===== src/rtl/bsa_pkg.sv =====
// Package for the BMP scaled source address block: widths, register map, beat types, helpers.
package bsa_pkg;

    // Dimension width; the other widths follow from it
    localparam int DIM_BITS  = 12;
    localparam int START_W   = DIM_BITS;           // rectangle start
    localparam int SIZE_W    = DIM_BITS + 1;       // coordinates, sizes, widths
    localparam int HGT_W     = DIM_BITS + 2;       // signed image height
    localparam int QUO_W     = HGT_W;              // scaled row/column
    localparam int DIVW      = SIZE_W + QUO_W;     // dividend and remainder
    localparam int ROW_W     = HGT_W + 1;          // signed flipped row
    localparam int RB_W      = SIZE_W + 3;         // padded row bytes
    localparam int BPP_W     = 3;                  // bytes per pixel (3 or 4)
    localparam int COLB_W    = QUO_W + BPP_W;      // column byte offset
    localparam int ADDR_W    = 32;
    localparam int DATA_W    = 32;
    localparam int PADDR_W   = 5;
    localparam int LATENCY   = QUO_W + 3;

    localparam logic [15:0] BMP_SIGNATURE = 16'h4D42;
    localparam logic [15:0] BPP_24        = 16'd24;
    localparam logic [15:0] BPP_32        = 16'd32;
    localparam logic [BPP_W-1:0] BYTES_3  = 3'd3;
    localparam logic [BPP_W-1:0] BYTES_4  = 3'd4;

    // Register map, index = paddr[4:2]
    typedef enum logic [2:0] {
        REG_FB_WIDTH     = 3'd0,
        REG_FB_HEIGHT    = 3'd1,
        REG_IMAGE_WIDTH  = 3'd2,
        REG_IMAGE_HEIGHT = 3'd3,
        REG_BPP          = 3'd4,
        REG_PIXEL_OFFSET = 3'd5,
        REG_SIGNATURE    = 3'd6
    } t_reg_idx;

    typedef struct packed {
        logic [SIZE_W-1:0]        fb_width;
        logic [SIZE_W-1:0]        fb_height;
        logic [SIZE_W-1:0]        image_width;
        logic signed [HGT_W-1:0]  image_height;
        logic [15:0]              bits_per_pixel;
        logic [ADDR_W-1:0]        pixel_data_offset;
        logic [15:0]              file_signature;
    } t_cfg;

    typedef struct packed {
        logic [SIZE_W-1:0]  pixel_x;
        logic [SIZE_W-1:0]  pixel_y;
        logic [START_W-1:0] rect_x_start;
        logic [START_W-1:0] rect_y_start;
        logic [SIZE_W-1:0]  rect_width;
        logic [SIZE_W-1:0]  rect_height;
    } t_in_item;

    typedef struct packed {
        logic              draw_enable;
        logic [ADDR_W-1:0] source_byte_address;
    } t_out_item;

    // Front stage to divider
    typedef struct packed {
        logic            draw;
        logic [DIVW-1:0] num_x;
        logic [DIVW-1:0] num_y;
    } t_div_in;

    // Divider to address stage
    typedef struct packed {
        logic             draw;
        logic [QUO_W-1:0] src_x;
        logic [QUO_W-1:0] src_y;
    } t_div_out;

    // Magnitude of the raw signed height, HGT_W bits
    function automatic logic [HGT_W-1:0] f_abs_height(input logic [HGT_W-1:0] ih);
        f_abs_height = ih[HGT_W-1] ? (~ih + {{(HGT_W-1){1'b0}}, 1'b1}) : ih;
    endfunction

    // Bytes per pixel for an accepted depth
    function automatic logic [BPP_W-1:0] f_bytes_pp(input logic [15:0] bpp);
        f_bytes_pp = (bpp == BPP_32) ? BYTES_4 : BYTES_3;
    endfunction

endpackage


===== src/rtl/bsa_apb_regs.sv =====
// APB configuration registers of the BMP scaled source address block.
module bsa_apb_regs (
    input  logic                        i_clk,
    input  logic                        i_rst_n,
    input  logic                        psel,
    input  logic                        penable,
    input  logic                        pwrite,
    input  logic [bsa_pkg::PADDR_W-1:0] paddr,
    input  logic [bsa_pkg::DATA_W-1:0]  pwdata,
    output logic [bsa_pkg::DATA_W-1:0]  prdata,
    output logic                        pready,
    output bsa_pkg::t_cfg               o_cfg
);
    import bsa_pkg::*;

    t_cfg     r_cfg;
    t_reg_idx w_idx;
    logic     w_wr;

    assign pready = 1'b1;
    assign w_idx  = t_reg_idx'(paddr[4:2]);
    assign w_wr   = psel & penable & pwrite;
    assign o_cfg  = r_cfg;

    // Register writes
    always_ff @(posedge i_clk) begin
        if (!i_rst_n) begin
            r_cfg <= '0;
        end else if (w_wr) begin
            case (w_idx)
                REG_FB_WIDTH:     r_cfg.fb_width          <= pwdata[SIZE_W-1:0];
                REG_FB_HEIGHT:    r_cfg.fb_height         <= pwdata[SIZE_W-1:0];
                REG_IMAGE_WIDTH:  r_cfg.image_width       <= pwdata[SIZE_W-1:0];
                REG_IMAGE_HEIGHT: r_cfg.image_height      <= pwdata[HGT_W-1:0];
                REG_BPP:          r_cfg.bits_per_pixel    <= pwdata[15:0];
                REG_PIXEL_OFFSET: r_cfg.pixel_data_offset <= pwdata[ADDR_W-1:0];
                REG_SIGNATURE:    r_cfg.file_signature    <= pwdata[15:0];
                default: ;
            endcase
        end
    end

    // Read mux
    always_comb begin
        prdata = '0;
        case (w_idx)
            REG_FB_WIDTH:     prdata = DATA_W'(r_cfg.fb_width);
            REG_FB_HEIGHT:    prdata = DATA_W'(r_cfg.fb_height);
            REG_IMAGE_WIDTH:  prdata = DATA_W'(r_cfg.image_width);
            REG_IMAGE_HEIGHT: prdata = DATA_W'(r_cfg.image_height);
            REG_BPP:          prdata = DATA_W'(r_cfg.bits_per_pixel);
            REG_PIXEL_OFFSET: prdata = r_cfg.pixel_data_offset;
            REG_SIGNATURE:    prdata = DATA_W'(r_cfg.file_signature);
            default:          prdata = '0;
        endcase
    end

endmodule


===== src/rtl/bsa_front.sv =====
// Front stage: header and bounds checks, scaling products.
module bsa_front (
    input  logic              i_clk,
    input  logic              i_rst_n,
    input  logic              i_valid,
    input  bsa_pkg::t_in_item i_item,
    input  bsa_pkg::t_cfg     i_cfg,
    output logic              o_valid,
    output bsa_pkg::t_div_in  o_data
);
    import bsa_pkg::*;

    logic            r_valid;
    t_div_in         r_data;
    t_div_in         n_data;
    logic            w_header_ok;
    logic            w_in_x;
    logic            w_in_y;
    logic [SIZE_W:0] w_x_end;
    logic [SIZE_W:0] w_y_end;
    logic [HGT_W-1:0] w_abs_h;

    // Checks
    assign w_header_ok = (i_cfg.file_signature == BMP_SIGNATURE) &&
                         ((i_cfg.bits_per_pixel == BPP_24) ||
                          (i_cfg.bits_per_pixel == BPP_32));
    assign w_x_end = (SIZE_W+1)'(i_item.rect_x_start) + (SIZE_W+1)'(i_item.rect_width);
    assign w_y_end = (SIZE_W+1)'(i_item.rect_y_start) + (SIZE_W+1)'(i_item.rect_height);
    assign w_in_x  = (i_item.pixel_x >= SIZE_W'(i_item.rect_x_start)) &&
                     ((SIZE_W+1)'(i_item.pixel_x) < w_x_end) &&
                     (i_item.pixel_x < i_cfg.fb_width);
    assign w_in_y  = (i_item.pixel_y >= SIZE_W'(i_item.rect_y_start)) &&
                     ((SIZE_W+1)'(i_item.pixel_y) < w_y_end) &&
                     (i_item.pixel_y < i_cfg.fb_height);
    assign w_abs_h = f_abs_height(i_cfg.image_height);

    // Dividends: coordinate times image size
    always_comb begin
        n_data.draw  = w_header_ok & w_in_x & w_in_y;
        n_data.num_x = DIVW'(i_item.pixel_x) * DIVW'(i_cfg.image_width);
        n_data.num_y = DIVW'(i_item.pixel_y) * DIVW'(w_abs_h);
    end

    always_ff @(posedge i_clk) begin
        if (!i_rst_n) begin
            r_valid <= 1'b0;
        end else begin
            r_valid <= i_valid;
        end
        r_data <= n_data;
    end

    assign o_valid = r_valid;
    assign o_data  = r_data;

endmodule


===== src/rtl/bsa_div_pipe.sv =====
// Pipelined restoring divider, one quotient bit per stage, column and row lanes.
module bsa_div_pipe (
    input  logic              i_clk,
    input  logic              i_rst_n,
    input  logic              i_valid,
    input  bsa_pkg::t_div_in  i_data,
    input  bsa_pkg::t_cfg     i_cfg,
    output logic              o_valid,
    output bsa_pkg::t_div_out o_data
);
    import bsa_pkg::*;

    // Stage k resolves quotient bit QUO_W-1-k
    logic             r_valid [QUO_W];
    logic             r_draw  [QUO_W];
    logic [DIVW-1:0]  r_rem_x [QUO_W];
    logic [DIVW-1:0]  r_rem_y [QUO_W];
    logic [QUO_W-1:0] r_q_x   [QUO_W];
    logic [QUO_W-1:0] r_q_y   [QUO_W];
    logic [DIVW-1:0]  n_rem_x [QUO_W];
    logic [DIVW-1:0]  n_rem_y [QUO_W];
    logic [QUO_W-1:0] n_q_x   [QUO_W];
    logic [QUO_W-1:0] n_q_y   [QUO_W];

    // Compare-subtract for every stage
    always_comb begin
        logic [DIVW-1:0]  rem_x;
        logic [DIVW-1:0]  rem_y;
        logic [QUO_W-1:0] q_x;
        logic [QUO_W-1:0] q_y;
        logic [DIVW-1:0]  d_x;
        logic [DIVW-1:0]  d_y;
        for (int k = 0; k < QUO_W; k++) begin
            if (k == 0) begin
                rem_x = i_data.num_x;
                rem_y = i_data.num_y;
                q_x   = '0;
                q_y   = '0;
            end else begin
                rem_x = r_rem_x[k-1];
                rem_y = r_rem_y[k-1];
                q_x   = r_q_x[k-1];
                q_y   = r_q_y[k-1];
            end
            d_x = DIVW'(i_cfg.fb_width)  << (QUO_W - 1 - k);
            d_y = DIVW'(i_cfg.fb_height) << (QUO_W - 1 - k);
            if (rem_x >= d_x) begin
                n_rem_x[k] = rem_x - d_x;
                n_q_x[k]   = {q_x[QUO_W-2:0], 1'b1};
            end else begin
                n_rem_x[k] = rem_x;
                n_q_x[k]   = {q_x[QUO_W-2:0], 1'b0};
            end
            if (rem_y >= d_y) begin
                n_rem_y[k] = rem_y - d_y;
                n_q_y[k]   = {q_y[QUO_W-2:0], 1'b1};
            end else begin
                n_rem_y[k] = rem_y;
                n_q_y[k]   = {q_y[QUO_W-2:0], 1'b0};
            end
        end
    end

    // Stage registers; valid bits travel with the data
    always_ff @(posedge i_clk) begin
        if (!i_rst_n) begin
            for (int k = 0; k < QUO_W; k++) begin
                r_valid[k] <= 1'b0;
            end
        end else begin
            r_valid[0] <= i_valid;
            for (int k = 1; k < QUO_W; k++) begin
                r_valid[k] <= r_valid[k-1];
            end
        end
        r_draw[0] <= i_data.draw;
        for (int k = 1; k < QUO_W; k++) begin
            r_draw[k] <= r_draw[k-1];
        end
        for (int k = 0; k < QUO_W; k++) begin
            r_rem_x[k] <= n_rem_x[k];
            r_rem_y[k] <= n_rem_y[k];
            r_q_x[k]   <= n_q_x[k];
            r_q_y[k]   <= n_q_y[k];
        end
    end

    assign o_valid      = r_valid[QUO_W-1];
    assign o_data.draw  = r_draw[QUO_W-1];
    assign o_data.src_x = r_q_x[QUO_W-1];
    assign o_data.src_y = r_q_y[QUO_W-1];

endmodule


===== src/rtl/bsa_addr.sv =====
// Address stages: row flip, row and column byte offsets, final sum and result register.
module bsa_addr (
    input  logic               i_clk,
    input  logic               i_rst_n,
    input  logic               i_valid,
    input  bsa_pkg::t_div_out  i_data,
    input  bsa_pkg::t_cfg      i_cfg,
    output logic               o_done,
    output bsa_pkg::t_out_item o_result
);
    import bsa_pkg::*;

    logic                    w_top_down;
    logic [HGT_W-1:0]        w_abs_h;
    logic [BPP_W-1:0]        w_bpp;
    logic [RB_W-1:0]         w_pix_bytes;
    logic [RB_W-1:0]         w_row_bytes;
    logic signed [ROW_W-1:0] w_row;
    logic [ADDR_W-1:0]       n_row_off;
    logic [COLB_W-1:0]       n_col_off;

    logic                    r_a_valid;
    logic                    r_a_draw;
    logic [ADDR_W-1:0]       r_row_off;
    logic [COLB_W-1:0]       r_col_off;
    logic                    r_done;
    t_out_item               r_result;

    // Image geometry from the registers
    assign w_top_down  = i_cfg.image_height[HGT_W-1];
    assign w_abs_h     = f_abs_height(i_cfg.image_height);
    assign w_bpp       = f_bytes_pp(i_cfg.bits_per_pixel);
    assign w_pix_bytes = RB_W'(i_cfg.image_width) * RB_W'(w_bpp);
    assign w_row_bytes = (w_pix_bytes + RB_W'(3)) & ~RB_W'(3);

    // Row flip for bottom-up images; a zero height gives row -1
    assign w_row = w_top_down ? $signed({1'b0, i_data.src_y})
                              : $signed({1'b0, w_abs_h}) - ROW_W'(1)
                                - $signed({1'b0, i_data.src_y});

    // Row is sign-extended to the address width first, so the product wraps mod 2^32
    always_comb begin
        n_row_off = ADDR_W'(w_row) * ADDR_W'({1'b0, w_row_bytes});
        n_col_off = COLB_W'(i_data.src_x) * COLB_W'(w_bpp);
    end

    // Stage 1: offsets; stage 2: sum and result
    always_ff @(posedge i_clk) begin
        if (!i_rst_n) begin
            r_a_valid <= 1'b0;
            r_done    <= 1'b0;
        end else begin
            r_a_valid <= i_valid;
            r_done    <= r_a_valid;
        end
        r_a_draw  <= i_data.draw;
        r_row_off <= n_row_off;
        r_col_off <= n_col_off;
        r_result.draw_enable         <= r_a_draw;
        r_result.source_byte_address <= r_a_draw
            ? (i_cfg.pixel_data_offset + r_row_off + ADDR_W'(r_col_off))
            : '0;
    end

    assign o_done   = r_done;
    assign o_result = r_result;

endmodule


===== src/rtl/bmp_scaled_source_address.sv =====
// Top level of the BMP scaled source address block.
//
// One beat is accepted on every clock where start is high; busy is always low, so a
// coordinate can be issued every cycle. Each beat gives one result on o_result, marked by
// o_done for exactly one cycle, in issue order; the receiver must take it then. The
// pipeline is one check/multiply stage, one quotient bit per stage through the divider
// (DIM_BITS + 2 stages, column and row lanes side by side), one row offset multiply stage
// and one sum/output stage. A beat that is not drawn returns address 0. Configuration must
// be written over APB only while no beat is in flight; the block itself does not enforce
// this. The registers are read straight into every stage.
module bmp_scaled_source_address (
    input  logic                        i_clk,
    input  logic                        i_rst_n,
    input  logic                        start,
    output logic                        busy,
    input  bsa_pkg::t_in_item           i_in,
    output logic                        o_done,
    output bsa_pkg::t_out_item          o_result,
    input  logic                        psel,
    input  logic                        penable,
    input  logic                        pwrite,
    input  logic [bsa_pkg::PADDR_W-1:0] paddr,
    input  logic [bsa_pkg::DATA_W-1:0]  pwdata,
    output logic [bsa_pkg::DATA_W-1:0]  prdata,
    output logic                        pready
);
    import bsa_pkg::*;

    t_cfg     w_cfg;
    logic     w_f_valid;
    t_div_in  w_f_data;
    logic     w_d_valid;
    t_div_out w_d_data;

    // Fully pipelined, never stalls
    assign busy = 1'b0;

    bsa_apb_regs u_regs (
        .i_clk   (i_clk),
        .i_rst_n (i_rst_n),
        .psel    (psel),
        .penable (penable),
        .pwrite  (pwrite),
        .paddr   (paddr),
        .pwdata  (pwdata),
        .prdata  (prdata),
        .pready  (pready),
        .o_cfg   (w_cfg)
    );

    bsa_front u_front (
        .i_clk   (i_clk),
        .i_rst_n (i_rst_n),
        .i_valid (start & ~busy),
        .i_item  (i_in),
        .i_cfg   (w_cfg),
        .o_valid (w_f_valid),
        .o_data  (w_f_data)
    );

    bsa_div_pipe u_div (
        .i_clk   (i_clk),
        .i_rst_n (i_rst_n),
        .i_valid (w_f_valid),
        .i_data  (w_f_data),
        .i_cfg   (w_cfg),
        .o_valid (w_d_valid),
        .o_data  (w_d_data)
    );

    bsa_addr u_addr (
        .i_clk    (i_clk),
        .i_rst_n  (i_rst_n),
        .i_valid  (w_d_valid),
        .i_data   (w_d_data),
        .i_cfg    (w_cfg),
        .o_done   (o_done),
        .o_result (o_result)
    );

endmodule

===== config.mk =====
export PLATFORM = sky130hd
export DESIGN_NAME = bmp_scaled_source_address
export DESIGN_NICKNAME = d
export VERILOG_FILES = /design/src/rtl/bsa_pkg.sv /design/src/rtl/bsa_apb_regs.sv /design/src/rtl/bsa_front.sv /design/src/rtl/bsa_div_pipe.sv /design/src/rtl/bsa_addr.sv /design/src/rtl/bmp_scaled_source_address.sv
export SDC_FILE = /design/constraint.sdc
export NUM_CORES = 2
export LEC_CHECK = 0
export BUFFER_PORTS_ARGS = -buffer_cell sky130_fd_sc_hd__buf_2
export CORE_ASPECT_RATIO = 0.6
export CORE_MARGIN = 8
export CORE_UTILIZATION = 50
export DETAILED_ROUTE_END_ITERATION = 10
export GPL_TIMING_DRIVEN = 1
export HOLD_SLACK_MARGIN = 0.12
export MAX_ROUTING_LAYER = met4
export PLACE_DENSITY = 0.7
export SYNTH_ARGS = -nofsm -noshare
export SYNTH_HDL_FRONTEND = slang
export SYNTH_SLANG_ARGS = --single-unit
export TNS_END_PERCENT = 100

===== constraint.sdc =====
create_clock -name i_clk -period 9.6 [get_ports i_clk]
set_input_delay 0 -clock i_clk [delete_from_list [all_inputs] [get_ports i_clk]]
set_output_delay 0 -clock i_clk [all_outputs]
set_load 0.005 [all_outputs]

==> results by group <==
STA
  – # setup viols final: 0
  – Final Max Tran Viols: 0
  – Final WS setup: 327.4 ps
  – Tcrit/Tclk final: between 90% and 100%
  – Minimum clock period: around 9300 ps
  – Fmax: between 0.1 and 0.15 GHz
  – Clk_skew: between 50 and 60 ps
  – Tightest Pin Transition: between 1000 and 1500 ps
  – Slew margin rel.: ~17%
  – Fin. Hold Viols: 0

Hold path
  – Worst hold path type: in2reg
  – HP Start: pwdata[15]
  – WHS Endpoint: u_regs.o_cfg[31]$_SDFFE_PN0P_
  – Hold Crit Depth: 4

Floorplan
  – Row count: about 110
  – Die Width: 522.1 µm
  – Die area: between 150000 and 200000 µm²
  – Core area: ~150000 µm²
  – Initial Util: between 50 and 60%
  – I/O Pins: roughly 190
  – Die H: around 320 µm

Placement
  – DP Area: roughly 80000 µm²
  – Placement Setup Slack: -33.40 ps
  – Port Buf Inserts: approximately 180
  – Gpl congestion: 0.9654
  – DPL Wire Length: roughly 180000 µm

CTS
  – CTS Buffer Depth: 3
  – Skew-Pair Late Insertion Delay: about 760 ps
  – Clock sinks: between 1k and 1.5k
  – CTS root buf: clkbuf_16
  – CTS tree: done
  – Total CTS buffers: approximately 110
  – Clk pin slew, worst setup/hold paths: 70 ps
  – H-Tree Depth: 3

Worst setup path
  – Critical R2R Capture: u_addr.r_row_off[24]$_DFF_P_
  – Max incr delay on CP: about 560 ps
  – Crit path DAT: about 10000 ps
  – Setup crit end kind: flop
  – CP dominant cell by count: fa_1
  – Slowest-stage cell, CP: fa_1
  – R2R depth: 36
  – Critical path origin: u_regs.o_cfg[53]$_SDFFE_PN0P_
  – Critical Path RT: about 10000 ps
  – R2R Setup Slk: roughly 330 ps
  – Critical path launch point type: flop
  – FF-to-FF Start: u_regs.o_cfg[53]$_SDFFE_PN0P_
  – Setup Crit Path Kind: reg2reg
  – Critical Path Fanout Max: 7

Synthesis
  – Synth Warn #: 0
  – Number of synthesized flops with an enable pin: 0
  – Synthesis-stage register bit count: 1195
  – Async set-or-reset flop fraction in the synthesized netlist: 0%
  – Post-synth top area share: between 30% and 40%
  – Main flop type after synthesis: dfxtp_1
  – Largest area contributor in the netlist: dfxtp_1
  – Register area share after synthesis: 31.13%
  – Mapped Area: between 70000 and 80000 µm²
  – Syn_area_per_cell: 9.232 µm²
  – Synth top area cells: dfxtp_1 (31%), fa_1 (13%), ha_1 (13%), nand2_1 (4.4%), inv_1 (3.7%)
  – Library cells used by synthesis: between 80 and 90
  – Post-synthesis cell count: approximately 8.3k

Route
  – DRC Markers: 0
  – Initial drt markers: 5832
  – Drt first pass iters: 9
  – WL final: approximately 230000 µm
  – Total number of vias: 61.22k
  – DR WL/cell: about 21 µm
  – Antenna viol nets, final: 0
  – Vias per cell: 5.699

Cells and area
  – Fill cells: 13.22k
  – Most frequent cells in the layout: dfxtp_1 (1193), nand2_1 (909), ha_1 (785)
  – Fraction of layout cells with a size suffix above 1: under 10%
  – Finished layout cell area: 85490 µm²
  – Area delta synth->final: 11.24%
  – Most common cell after layout, fill and taps aside: dfxtp_1
  – Fin nets: roughly 10k
  – Final Core Density: between 50% and 60%

Global routing
  – Vias in the first global route: approximately 59k
  – GRT overflow: 0
  – Initial antenna violation count: 16
  – First-pass GRT wire length: 346800 µm
  – GRT Total Usage: 26.98%
  – Largest net degree at the start of global routing: between 100 and 150

Pwr
  – Peak VDD IR: between 0.15 and 0.2 mV
  – Lkg Pwr: ~40 nW
  – Power per Cell Area: between 200 and 250 nW/µm²

Run status
  – Outcome: completed

Run
  – Max Cap Violations: 0
layer usage:
layer | share of wire [%] | vias up | wire length (µm) | global-route usage, %
li1 | - | 28820 | - | -
met1 | 50 | 29350 | 112300 | 41.51
met2 | 37 | 2760 | 83950 | 34.51
met3 | 11 | 283 | 25470 | 7.508
met4 | 1.9 | 0 | 4289 | 5.485
met5 | 0 | - | 0 | -
synthesized netlist by cell type (all sizes together), types with 130 or more instances:
cell / n
inv: 758
o21ai: 357
a21oi: 421
nand2: 909
xnor2: 300
nor3: 156
fa: 512
xor2: 238
clkbuf: 219
a21o: 226
dfxtp: 1195
nor2: 503
ha: 785
a21boi: 130
and2: 227
cell families (layout without fill, tap and decap cells):
logic type / Yosys count / in the layout / share of synthesized area [%]
simple gates: 2540 / 2540 / 16.04
compound gates: 1584 / 1584 / 13.22
fa+ha+maj: 1297 / 1297 / 26.12
flops: 1195 / 1195 / 31.13
buf+inv: 993 / 1363 / 4.884
xor+xnor: 538 / 538 / 6.131
mux: 175 / 175 / 2.473
other cells: 2 / 16 / 0.009772
power breakdown:
part | leakage [nW] | switching, mW | internal (mW)
logic | 27.2 | 4.72 | 3.55
registers | 9.83 | 0.984 | 6.28
clock network | 1.96 | 2.14 | 2.70
total | 39.0 | 7.84 | 12.5
stage by stage:
step / TNS [ps] / total power, mW / hold WS [ps] / instances
4_1_cts: 0 / 20.18 / 135.6 / 10720
5_1_grt: -138.5 / 21.58 / 165.8 / 10740
2_1_floorplan: 0 / 13.06 / 127.3 / 8326
3_5_place_dp: -33.40 / 15.28 / 260.9 / 10440
3_3_place_gp: 0 / 15.08 / 252.5 / 10440
6_report: 0 / 20.38 / 182.5 / 10740
registers in the layout, summed over array words and instances (netlist names):
register,cells
u_addr.r_row_off,30
u_div.r_q_x,105
u_addr.o_result,33
u_div.r_q_y,105
u_addr.r_a_valid,1
u_addr.o_done,1
u_div.r_rem_y,351
u_div.r_draw,14
u_div.r_valid,14
u_front.o_valid,1
u_div.r_rem_x,351
u_addr.r_col_off,17
u_addr.r_a_draw,1
u_front.o_data,54
u_regs.o_cfg,117
worst max-delay path: cells and delay by family (launching register included):
family                   cells  cell delay (ps)
XOR/XNOR                     2              300
buffers and inverters        4              350
AND/OR/NAND/NOR              7             1450
AO/OA/AOI/OAI               13             2650
adder cells (fa/ha/maj)     10             4060
flip-flops                   1              350
what timing repair did:
item / CTS / global route
endpoints found under the setup margin: 1 / 14
endpoints found under the hold margin: 142 / 0
hold buffers: 75 / 0
buffers inserted: 0 / 10
gates cloned: 0 / 0
gates resized for setup: 3 / 22
pin swaps: 0 / 9
area by class of cell:
type | count | area, µm² | share of cell area, %
Clock buffer | 134 | 3055 | 3.574
Clock inverter | 74 | 991.0 | 1.159
Inverter | 759 | 2849 | 3.333
Sequential cell | 1195 | 23930 | 27.99
Timing Repair Buffer | 396 | 2745 | 3.211
Antenna cell | 12 | 30.03 | 0.03513
Tap cell | 2034 | 2545 | 2.977
Multi-Input combinational cell | 6138 | 49350 | 57.72
worst max path at each step:
| stage | to | slack, ps | cells after the start |
|---|---|---|---|
| final | u_addr.r_row_off[24]$_DFF_P_ | 330 | 36 |
| after global routing | u_addr.r_row_off[24]$_DFF_P_ | -110 | 38 |
| after CTS | u_addr.r_row_off[31]$_DFF_P_ | 60 | 37 |
| after detailed placement | u_addr.r_row_off[31]$_DFF_P_ | -30 | 35 |
| after global placement | u_addr.r_row_off[31]$_DFF_P_ | 90 | 38 |
| after floorplan | u_addr.r_row_off[31]$_DFF_P_ | 190 | 37 |
Note: power is estimated with default switching activity, not from simulation.
